File: src/design/sbs_pkg.sv
package sbs_pkg;

	localparam int MAX_BOXES  = 64;
	localparam int COORD_BITS = 16;
	localparam int IDX_W      = $clog2(MAX_BOXES);
	localparam int CNT_W      = $clog2(MAX_BOXES + 1);
	localparam int QDEPTH     = 4;
	localparam int QPTR_W     = $clog2(QDEPTH);
	localparam int QCNT_W     = $clog2(QDEPTH + 1);

	localparam logic [15:0] COORD_MASK = 16'((64'd1 << COORD_BITS) - 64'd1);
	localparam logic [15:0] THR_RESET  = 16'd29491;

	typedef enum logic {
		REG_IOU_THR  = 1'b0,
		REG_AGNOSTIC = 1'b1
	} reg_idx_t;

	typedef struct packed {
		logic [6:0]  label;
		logic [15:0] score;
		logic [15:0] left_x;
		logic [15:0] top_y;
		logic [15:0] right_x;
		logic [15:0] bottom_y;
		logic        last_box;
	} cand_t;

	typedef struct packed {
		logic [6:0]  kept_label;
		logic [15:0] kept_score;
		logic [15:0] kept_left;
		logic [15:0] kept_top;
		logic [15:0] kept_right;
		logic [15:0] kept_bottom;
		logic [5:0]  sorted_position;
		logic        overflowed;
		logic        last_kept;
	} kept_t;

	typedef struct packed {
		logic [6:0]  label;
		logic [15:0] score;
		logic [15:0] left_x;
		logic [15:0] top_y;
		logic [15:0] right_x;
		logic [15:0] bottom_y;
		logic [31:0] area;
	} box_t;

	typedef struct packed {
		box_t box;
		logic last;
	} qent_t;

	typedef struct packed {
		logic  valid;
		qent_t ent;
	} qout_t;

	typedef enum logic [3:0] {
		ST_LOAD,
		ST_RK_CUR,
		ST_RK_CURW,
		ST_RK_SCAN,
		ST_RK_CMP,
		ST_RK_WR,
		ST_SP_A,
		ST_SP_AW,
		ST_SP_B,
		ST_SP_I,
		ST_SP_U,
		ST_SP_C,
		ST_SP_WR,
		ST_EM_RD,
		ST_EM_WR
	} sbs_state_t;

	function automatic logic [15:0] span(input logic [15:0] lo, input logic [15:0] hi);
		return (hi > lo) ? hi - lo : 16'd0;
	endfunction

endpackage

File: src/design/sbs_front.sv
module sbs_front (
	input  logic          clk,
	input  logic          arst_n,
	input  logic          push,
	output logic          full,
	input  sbs_pkg::cand_t cand,
	input  logic          take,
	output sbs_pkg::qout_t qout
);
	import sbs_pkg::*;

	qent_t               mem_q [QDEPTH];
	logic [QPTR_W-1:0]   wr_q, rd_q;
	logic [QCNT_W-1:0]   cnt_q;
	qent_t               ent;
	logic [15:0]         l, t, r, b;
	logic                wr_en, rd_en;

	always_comb begin
		l = cand.left_x & COORD_MASK;
		t = cand.top_y & COORD_MASK;
		r = cand.right_x & COORD_MASK;
		b = cand.bottom_y & COORD_MASK;
		ent.box.label    = cand.label;
		ent.box.score    = cand.score;
		ent.box.left_x   = l;
		ent.box.top_y    = t;
		ent.box.right_x  = r;
		ent.box.bottom_y = b;
		ent.box.area     = {16'd0, span(l, r)} * {16'd0, span(t, b)};
		ent.last         = cand.last_box;
	end

	assign full       = (cnt_q == QCNT_W'(QDEPTH));
	assign wr_en      = push && !full;
	assign qout.valid = (cnt_q != '0);
	assign qout.ent   = mem_q[rd_q];
	assign rd_en      = take && qout.valid;

	always_ff @(posedge clk) begin
		if (wr_en) begin
			mem_q[wr_q] <= ent;
		end
	end

	always_ff @(posedge clk or negedge arst_n) begin
		if (!arst_n) begin
			wr_q  <= '0;
			rd_q  <= '0;
			cnt_q <= '0;
		end else begin
			if (wr_en) begin
				wr_q <= wr_q + 1'b1;
			end
			if (rd_en) begin
				rd_q <= rd_q + 1'b1;
			end
			if (wr_en && !rd_en) begin
				cnt_q <= cnt_q + 1'b1;
			end else if (rd_en && !wr_en) begin
				cnt_q <= cnt_q - 1'b1;
			end
		end
	end

endmodule

File: config.mk
export PLATFORM = sky130hd
export DESIGN_NAME = sbs_front
export DESIGN_NICKNAME = d
export VERILOG_FILES = /design/src/design/sbs_pkg.sv /design/src/design/sbs_front.sv
export SDC_FILE = /design/constraint.sdc
export NUM_CORES = 1
export LEC_CHECK = 0
export ABC_AREA = 0
export CAP_MARGIN = 20
export CORE_ASPECT_RATIO = 1.5
export CORE_MARGIN = 10
export CORE_UTILIZATION = 39
export CTS_BUF_LIST = sky130_fd_sc_hd__clkbuf_8
export CTS_CLUSTER_DIAMETER = 50
export DETAILED_ROUTE_END_ITERATION = 7
export DONT_BUFFER_PORTS = 1
export PLACE_DENSITY_LB_ADDON = 0.2
export SLEW_MARGIN = 20
export SYNTH_ARGS = -nofsm -noshare
export SYNTH_HDL_FRONTEND = slang
export SYNTH_SLANG_ARGS = --single-unit
File: constraint.sdc
create_clock -name clk -period 4.3 [get_ports clk]
set_clock_uncertainty 0.15 [all_clocks]
set_input_delay 0.43 -clock clk [delete_from_list [all_inputs] [get_ports clk]]
set_output_delay 0.43 -clock clk [all_outputs]
set_load 0.01 [all_outputs]
==> flow_summary_export.csv, run 1 <==
group,metric,value,unit
drt,first_pass_iters,4,
drt,vias,17529,
clock_network,cts-root-buf,"clkbuf_8",
worst_setup_path,reg2reg_to,"mem_q[1][43]$_DFFE_PP_",
final_layout,utilization,0.511,
global_routing,grt_pass1_vias,19721,
logic_synthesis,synth_top_cell_by_area,"edfxtp_1",
power,peakVddDrop,0.329,mV
floorplanning,dieHeight,349,µm
placed_design,dp_worst_setup_slack,-3.60,ns
timing,slew_headroom,0.428,
global_routing,track_usage,0.191,
final_layout,drive_above_1_share,0.356,
global_routing,antenna_found_initial,2,
drt,post_drt_wl_per_cell,22.8,µm
worst_setup_path,criticalPathCategory,"in -> reg",
run_status,status,"complete, but fails checks",
timing,worst_slew_pin_slew,0.858,ns
timing,slew_viol_final,0,
worst_setup_path,max_stage_delay,0.59,ns
worst_setup_path,crit_cells,29,
run_status,violations,"setup timing",
floorplanning,io_pins,214,
power,p_leak,14.4,nW
worst_setup_path,reg2reg_slack,1.53,ns
timing,fmax,143,MHz
logic_synthesis,ys_top_cells_by_area,"edfxtp_1 51%, fa_1 14%, mux4_2 9.6%, ha_1 6.3%, inv_1 3.6%",
timing,setup_viol,108,
worst_setup_path,crit_path_end,"mem_q[2][32]$_DFFE_PP_",
clock_network,cts_tree,"done",
logic_synthesis,postSynthCellCount,1966,
final_layout,seqCellArea,14600,µm²
worst_setup_path,cp-start-kind,"primary input",
floorplanning,dieArea,83300,µm²
logic_synthesis,netlist.area_leader.share,0.514,
timing,rsz0062_at_grt,"yes",
final_layout,stdcell_area,36400,µm²
final_layout,n_fill_cell,6160,
logic_synthesis,yosysWarnings,0,
placed_design,port_buffers,0,
floorplanning,start_util,0.394,
floorplanning,fp-row-count,120,
timing,period_minus_slack,7.00,ns
worst_setup_path,cp_common_cell,"fa_1",
drt,drc,0,
logic_synthesis,ys_top_cells_by_count,"480 x edfxtp_1, 267 x inv_1, 197 x fa_1",
worst_setup_path,crit_required,4.54,ns
final_layout,instances_no_fill,3431,
worst_setup_path,path_buf_inv,7,
floorplanning,chipWidth,239,µm
timing,fin_ws,-2.70,ns
worst_setup_path,cp_data_arrival_time,7.24,ns
drt,routed_wl,78.2,mm
clock_network,worstSkewPairLatency,0.66,ns
final_layout,layout.nets,2889,
worst_setup_path,r2r_cells,4,
logic_synthesis,synth_cell_types,67,
run,maxCapViolCount,0,
logic_synthesis,synth-seq-cells,487,
logic_synthesis,syn_area,28100,µm²
global_routing,grt_max_degree,121,
drt,via_per_inst,5.11,
logic_synthesis,synth_edf_count,480,
timing,hold_ws,0.274,ns
worst_setup_path,reg2reg_from,"cnt_q[2]$_DFFE_PN0P_",
clock_network,clock-sinks,487,
logic_synthesis,ys_seq_area_frac,0.520,
global_routing,grt_pass1_wl,120,mm
logic_synthesis,synthFlopType,"edfxtp_1",
drt,drt-initial-drc-count,842,
placed_design,place_congestion,0.914,
worst_setup_path,cp_slowest_cell,"fa_2",
worst_setup_path,crit_fanout,5,
worst_setup_path,cp-startpoint,"cand[1]",
worst_hold_path,hp-class,"in -> reg",
clock_network,clock_path_buffers,3,
timing,period_share,1.63,
final_layout,syn_to_final_growth,29.8,%
worst_setup_path,crit_family,"adder cells",
logic_synthesis,synth_most_common_cell,"edfxtp_1",
timing,hold_viol_final,0,
worst_setup_path,crit_path_end_kind,"flip-flop",
placed_design,place_inst,3152,
logic_synthesis,avgSynthCellArea,14.3,µm²
placed_design,hpwlAfterDp,57.7,mm
drt,ant_nets,0,
logic_synthesis,syn-num-nets,2396,
logic_synthesis,synthArstFlopShare,0.0144,
global_routing,grt_overflow_total,0,
placed_design,placed_area,32400,µm²
clock_network,numCtsBuffers,77,
clock_network,htreeDepth,3,
power,p_per_area,572,nW/µm²
floorplanning,core_area,71300,µm²
clock_network,cts.clk_slew.worst_paths,0.06,ns
final_layout,multiInputGateArea,13900,µm²
[registers in the layout, summed over array words and instances (netlist names)]
signal and flops:
cnt_q 3, rd_q 2, mem_q 480, wr_q 2
[how the worst min path moves through the flow]
stage	startpoint	to	slack (ns)	depth (start not counted)
final	cand[33]	mem_q[3][1]$_DFFE_PP_	0.27	3
after detailed placement	arst_n	cnt_q[2]$_DFFE_PN0P_	-0.02	0
after floorplan	arst_n	cnt_q[0]$_DFFE_PN0P_	-0.02	0
after CTS	cand[33]	mem_q[3][1]$_DFFE_PP_	0.20	3
after global placement	arst_n	cnt_q[0]$_DFFE_PN0P_	-0.02	0
after global routing	cand[33]	mem_q[3][1]$_DFFE_PP_	0.25	3
[worst register-to-register path: stages, from the launching register on]
cell and delay (ns):
dfrtp_1 0.40, nor3b_1 0.19, nor2b_1 0.53, and2_4 0.48, buf_4 0.56
[area by class of cell]
class / instances / share of cell area
sequential: 487 / 0.401
multi-input combinational: 1138 / 0.383
timing repair buffer: 488 / 0.119
tap: 915 / 0.0314
clock buffer: 80 / 0.0302
inverter: 267 / 0.0283
clock inverter: 54 / 0.00735
antenna: 2 / 0.000137
[power by group]
group | internal [W] | switching, W | total [W]
registers | 0.00673 | 0.000328 | 0.00706
clock network | 0.00179 | 0.00176 | 0.00354
logic | 0.00461 | 0.00562 | 0.0102
[metal layers]
metal / part of all wire / up-vias / GRT usage / wire length [µm]
li1: - / 8001 / - / -
met1: 0.38 / 9019 / 0.214 / 29400
met2: 0.55 / 394 / 0.357 / 42900
met3: 0.046 / 115 / 0.0344 / 3580
met4: 0.030 / 0 / 0.0664 / 2340
met5: 0 / - / 0 / 0
[kinds of logic after synthesis]
family	Yosys count	share of synthesized area
multiplexers	127	0.0989
AO/OA/AOI/OAI	158	0.0368
buffers and inverters	342	0.0472
adder cells (fa/ha/maj)	338	0.203
XOR/XNOR	64	0.0200
flip-flops	487	0.520
AND/OR/NAND/NOR	450	0.0740
[placed cells by master, fill, tap and decap left out, types with 15 or more instances in the layout]
cell,n
edfxtp_1,480
inv_1,264
xnor2_1,26
a21oi_2,15
nor2_1,96
nor2_4,17
nand3_1,28
mux4_2,120
buf_4,331
nor2_2,20
fa_2,21
clkbuf_8,80
nand2_1,116
ha_4,30
a21oi_1,34
fa_1,176
buf_12,21
buf_6,41
nor3_1,30
ha_1,108
inv_2,27
dlygate4sd3_1,92
[metrics by stage]
stage	TNS, ns	power (W)
finish	-236.78	0.0208
global route	-253.70	0.0222
CTS	-234.32	0.0208
detailed placement	-338.44	0.0162
global placement	-338.56	0.0160
floorplan	-263.80	0.0128
[repair_timing]
item | CTS | global route
endpoints found under the setup margin | 112 | 112
buffers inserted | 29 | 31
cloned | 0 | 1
hold buffers | 92 | 0
gates resized for setup | 167 | 107
pin swaps | 80 | 81
hold endpoints to repair | 364 | 0
No activity file was read; power rests on OpenSTA's default activity.
==> run 2: changes to the inputs <==
Settings changed: BUFFER_PORTS_ARGS from default to -buffer_cell sky130_fd_sc_hd__buf_2, DONT_BUFFER_PORTS 1 to default.
Clock period 4.3 ns to 8.2 ns, I/O delays scaled along.
==> flow_summary_export.csv, run 2 (same netlist as run 1, synthesis figures left out) <==
group,metric,value,unit
run_status,status,"complete, no violations",
clock_network,clock_path_buffers,3,
global_routing,track_usage,0.190,
floorplanning,start_util,0.394,
timing,period_share,0.955,
final_layout,stdcell_area,33900,µm²
drt,vias,17712,
final_layout,syn_to_final_growth,20.9,%
worst_setup_path,cp_data_arrival_time,8.18,ns
worst_setup_path,reg2reg_slack,4.96,ns
placed_design,place_congestion,0.942,
global_routing,grt_overflow_total,0,
final_layout,layout.nets,2925,
final_layout,top_regs,"mem_q: 480 flops, cnt_q: 3 flops",
floorplanning,chipWidth,239,µm
clock_network,numCtsBuffers,76,
drt,routed_wl,77.0,mm
floorplanning,dieArea,83300,µm²
clock_network,htreeDepth,3,
drt,via_per_inst,5.10,
worst_setup_path,crit_required,8.55,ns
final_layout,layout_common_cells,"480 x edfxtp_1, 306 x buf_4, 288 x inv_1",
global_routing,grt_pass1_vias,19833,
timing,slew_headroom,0.374,
run,maxCapViolCount,0,
floorplanning,core_area,71300,µm²
drt,drt-initial-drc-count,958,
clock_network,cts-root-buf,"clkbuf_8",
final_layout,drive_above_1_share,0.309,
clock_network,worstSkewPairLatency,0.66,ns
worst_setup_path,criticalPathCategory,"in -> reg",
clock_network,post_cts_buffers,0,
drt,ant_nets,0,
final_layout,mostFrequentLayoutCell,"edfxtp_1",
worst_setup_path,crit_path_end_kind,"flip-flop",
power,p_per_area,303,nW/µm²
worst_setup_path,crit_fanout,10,
placed_design,hpwlAfterDp,59.0,mm
placed_design,port_buffers,213,
drt,post_drt_wl_per_cell,22.2,µm
timing,worst_slew_pin_slew,0.938,ns
placed_design,place_inst,3331,
power,peakVddDrop,0.245,mV
floorplanning,dieHeight,349,µm
worst_setup_path,cp-start-kind,"primary input",
global_routing,grt_pass1_wl,119,mm
timing,hold_viol_final,0,
clock_network,cts.clk_slew.worst_paths,0.06,ns
timing,slew_viol_final,0,
clock_network,clock-sinks,487,
floorplanning,fp-row-count,120,
power,p_leak,14.0,nW
worst_hold_path,hp-class,"in -> reg",
final_layout,instances_no_fill,3471,
final_layout,largest_register_ffs,480,
timing,setup_viol,0,
clock_network,cts_tree,"done",
timing,fmax,128,MHz
drt,first_pass_iters,5,
drt,drc,0,
final_layout,top_register,"mem_q",
global_routing,antenna_found_initial,4,
placed_design,placed_area,32400,µm²
floorplanning,io_pins,214,
global_routing,grt_max_degree,92,
timing,period_minus_slack,7.83,ns
==> run 2: cell type report <==
class | count | area, µm²
inverters | 267 | 1000
clock inverters | 60 | 390
fillers | 6421 | 37400
clock buffers | 76 | 1050
repair buffers | 526 | 3490
multi-input cells | 1137 | 12300
diodes | 3 | 7.51
well taps | 915 | 1140
flip-flops and latches | 487 | 14600
==> run 2: timing repair <==
item | in CTS | in global routing
hold buffers | 1 | 0
setup endpoints to repair | 0 | 64
gates resized for setup | 0 | 24
hold endpoints to repair | 7 | 0
==> run 2: final timing paths <==
check,startpoint,to,cells after the start
min in group asynchronous,arst_n,rd_q[0]$_DFFE_PN0P_,2
worst max-delay path,cand[33],mem_q[3][30]$_DFFE_PP_,27
worst max register to register,cnt_q[2]$_DFFE_PN0P_,mem_q[1][42]$_DFFE_PP_,4
max in group asynchronous,arst_n,rd_q[1]$_DFFE_PN0P_,2
worst min-delay path,cand[67],mem_q[0][99]$_DFFE_PP_,1
worst min register to register,cnt_q[2]$_DFFE_PN0P_,cnt_q[2]$_DFFE_PN0P_,1
==> run 2: power by group <==
| group | switching, W | internal, W | total (W) |
|---|---|---|---|
| clock network | 0.000960 | 0.000980 | 0.00194 |
| logic | 0.00259 | 0.00203 | 0.00462 |
| registers | 0.000203 | 0.00353 | 0.00373 |
| total | 0.00375 | 0.00653 | 0.0103 |
==> run 2: stage by stage <==
step	hold WS, ns	setup TNS (ns)	setup slack [ns]	utilization	total power, W
floorplan	0.297	0	0.139	-	0.00650
global placement	0.312	-24.55	-0.542	0.454	0.00844
detailed placement	0.346	-32.33	-0.626	0.454	0.00851
CTS	0.136	0	0.0921	0.474	0.0105
global route	0.167	-0.000250	-0.0000862	0.476	0.0110
finish	0.212	0	0.369	0.476	0.0103
==> run 2: worst max-delay path, stage by stage <==
cell and delay [ns]:
buf_2 0.16, ha_1 0.23, fa_1 0.40, nand2b_1 0.19, a211oi_2 0.23, o2111a_1 0.26, o21ai_1 0.20, buf_4 0.28
nor2_2 0.30, nand2_1 0.22, nor2_1 0.18, fa_1 0.45, fa_1 0.46, fa_1 0.55, fa_1 0.45, fa_1 0.53
inv_1 0.06, fa_1 0.48, inv_1 0.04, ha_1 0.35, nand2_1 0.15, nor2_1 0.16, nand3_1 0.09, o31a_1 0.31
o22a_1 0.24, o21ai_2 0.19, xor2_2 0.22
==> run 2: per-layer routing <==
| metal | GRT usage | part of all wire |
|---|---|---|
| met5 | 0 | 0 |
| met4 | 0.0844 | 0.039 |
| met3 | 0.0301 | 0.039 |
| met2 | 0.349 | 0.54 |
| met1 | 0.213 | 0.39 |
==> run 3: changes to the inputs <==
Settings changed: RECOVER_POWER from default to 100.
==> flow_summary_export.csv, run 3 (same netlist as run 1, synthesis figures left out) <==
group,metric,value,unit
placed_design,port_buffers,213,
clock_network,clock_path_buffers,3,
timing,setup_viol,0,
power,p_leak,13.3,nW
worst_setup_path,cp_slowest_cell,"fa_1",
drt,post_drt_wl_per_cell,22.2,µm
run,maxCapViolCount,9,
final_layout,drive_above_1_share,0.210,
floorplanning,dieArea,83300,µm²
timing,slew_headroom,-1.84,
timing,fmax,127,MHz
floorplanning,core_area,71300,µm²
timing,rsz0062_at_grt,"no",
floorplanning,io_pins,214,
final_layout,syn_to_final_growth,19.3,%
worst_setup_path,path_buf_inv,7,
clock_network,numCtsBuffers,76,
timing,period_minus_slack,7.87,ns
worst_setup_path,cp-startpoint,"cand[2]",
global_routing,grt_overflow_total,0,
floorplanning,start_util,0.394,
floorplanning,dieHeight,349,µm
worst_setup_path,r2r_cells,4,
floorplanning,chipWidth,239,µm
clock_network,worstSkewPairLatency,0.67,ns
global_routing,grt_max_degree,92,
final_layout,layout.nets,2925,
drt,vias,17725,
power,p_per_area,304,nW/µm²
worst_setup_path,cp_common_cell,"fa_1",
global_routing,antenna_found_initial,2,
clock_network,cts.clk_slew.worst_paths,0.06,ns
timing,fin_ws,0.328,ns
final_layout,largest_register_ffs,480,
drt,routed_wl,77.1,mm
final_layout,top_regs,"mem_q: 480 flops, cnt_q: 3 flops",
drt,via_per_inst,5.11,
worst_setup_path,crit_path_end_kind,"flip-flop",
floorplanning,fp-row-count,120,
power,p_total,0.0102,W
clock_network,clock-sinks,487,
final_layout,utilization,0.470,
worst_setup_path,cp-start-kind,"primary input",
placed_design,dp_worst_setup_slack,-0.626,ns
global_routing,grt_pass1_wl,119,mm
drt,drt-initial-drc-count,944,
timing,totalNegativeSetupSlack,0,ns
drt,first_pass_iters,4,
drt,drc,0,
final_layout,top_register,"mem_q",
worst_setup_path,crit_required,8.54,ns
worst_setup_path,cp_data_arrival_time,8.21,ns
clock_network,cts-root-buf,"clkbuf_8",
placed_design,place_congestion,0.942,
global_routing,grt_pass1_vias,19833,
final_layout,layout_common_cells,"480 x edfxtp_1, 288 x inv_1, 254 x buf_4",
timing,slew_viol_final,400,
worst_setup_path,crit_family,"adder cells",
worst_setup_path,crit_path_end,"mem_q[0][29]$_DFFE_PP_",
run_status,status,"complete, but fails checks",
worst_setup_path,crit_cells,29,
power,peakVddDrop,0.244,mV
worst_setup_path,max_stage_delay,0.59,ns
worst_setup_path,criticalPathCategory,"in -> reg",
worst_setup_path,crit_fanout,5,
worst_setup_path,reg2reg_from,"cnt_q[2]$_DFFE_PN0P_",
timing,worst_slew_pin_slew,4.26,ns
worst_setup_path,reg2reg_slack,1.98,ns
run_status,violations,"capacitance limit, slew limit",
final_layout,mostFrequentLayoutCell,"edfxtp_1",
worst_hold_path,hp-class,"in -> reg",
placed_design,hpwlAfterDp,59.0,mm
timing,period_share,0.960,
clock_network,cts_tree,"done",
final_layout,n_fill_cell,6565,
worst_setup_path,reg2reg_to,"mem_q[1][42]$_DFFE_PP_",
clock_network,post_cts_buffers,0,
drt,ant_nets,0,
timing,hold_viol_final,0,
clock_network,htreeDepth,3,
global_routing,track_usage,0.190,
==> run 3: how the worst min path moves through the flow <==
stage | slack, ns | start | endpoint | cells after the start
floorplan | 0.30 | cnt_q[2]$_DFFE_PN0P_ | cnt_q[2]$_DFFE_PN0P_ | 1
global placement | 0.31 | cnt_q[2]$_DFFE_PN0P_ | cnt_q[2]$_DFFE_PN0P_ | 1
detailed placement | 0.35 | cnt_q[2]$_DFFE_PN0P_ | cnt_q[2]$_DFFE_PN0P_ | 1
CTS | 0.14 | cand[1] | mem_q[3][33]$_DFFE_PP_ | 1
global route | 0.18 | cand[1] | mem_q[3][33]$_DFFE_PP_ | 1
finish | 0.21 | cand[1] | mem_q[3][33]$_DFFE_PP_ | 1
==> run 3: area by class of cell <==
| type | count | area [µm²] | share of cell area |
|---|---|---|---|
| repair buffers | 526 | 3060 | 0.0914 |
| multi-input cells | 1137 | 12200 | 0.366 |
| diodes | 2 | 5.00 | 0.000149 |
| clock inverters | 60 | 390 | 0.0117 |
| flip-flops and latches | 487 | 14600 | 0.436 |
| well taps | 915 | 1140 | 0.0342 |
| clock buffers | 76 | 1050 | 0.0312 |
| inverters | 267 | 1000 | 0.0299 |
==> run 3: power by group <==
group / switching [W] / total [W] / internal, W
sequential: 0.000203 / 0.00377 / 0.00357
clock: 0.000960 / 0.00194 / 0.000980
combinational: 0.00260 / 0.00448 / 0.00188
==> run 3: timing repair <==
action	in CTS	in global routing
gates resized for setup	0	24
endpoints found under the hold margin	7	0
setup endpoints to repair	0	64
hold buffers	1	0
==> run 3: stage by stage <==
stage,cell area [µm²],cells,hold slack [ns]
after CTS,33800,3468,0.136
after global routing,33500,3470,0.176
after detailed placement,32400,3331,0.346
final,33500,3470,0.213
after floorplan,28100,1966,0.297
after global placement,32400,3331,0.312
==> run 3: layer usage <==
metal,global-route usage,wire length (µm),vias up
met2,0.349,41500,396
met4,0.0844,2970,0
met1,0.213,29800,9123
li1,-,-,8071
met3,0.0301,2900,135
met5,0,0,-
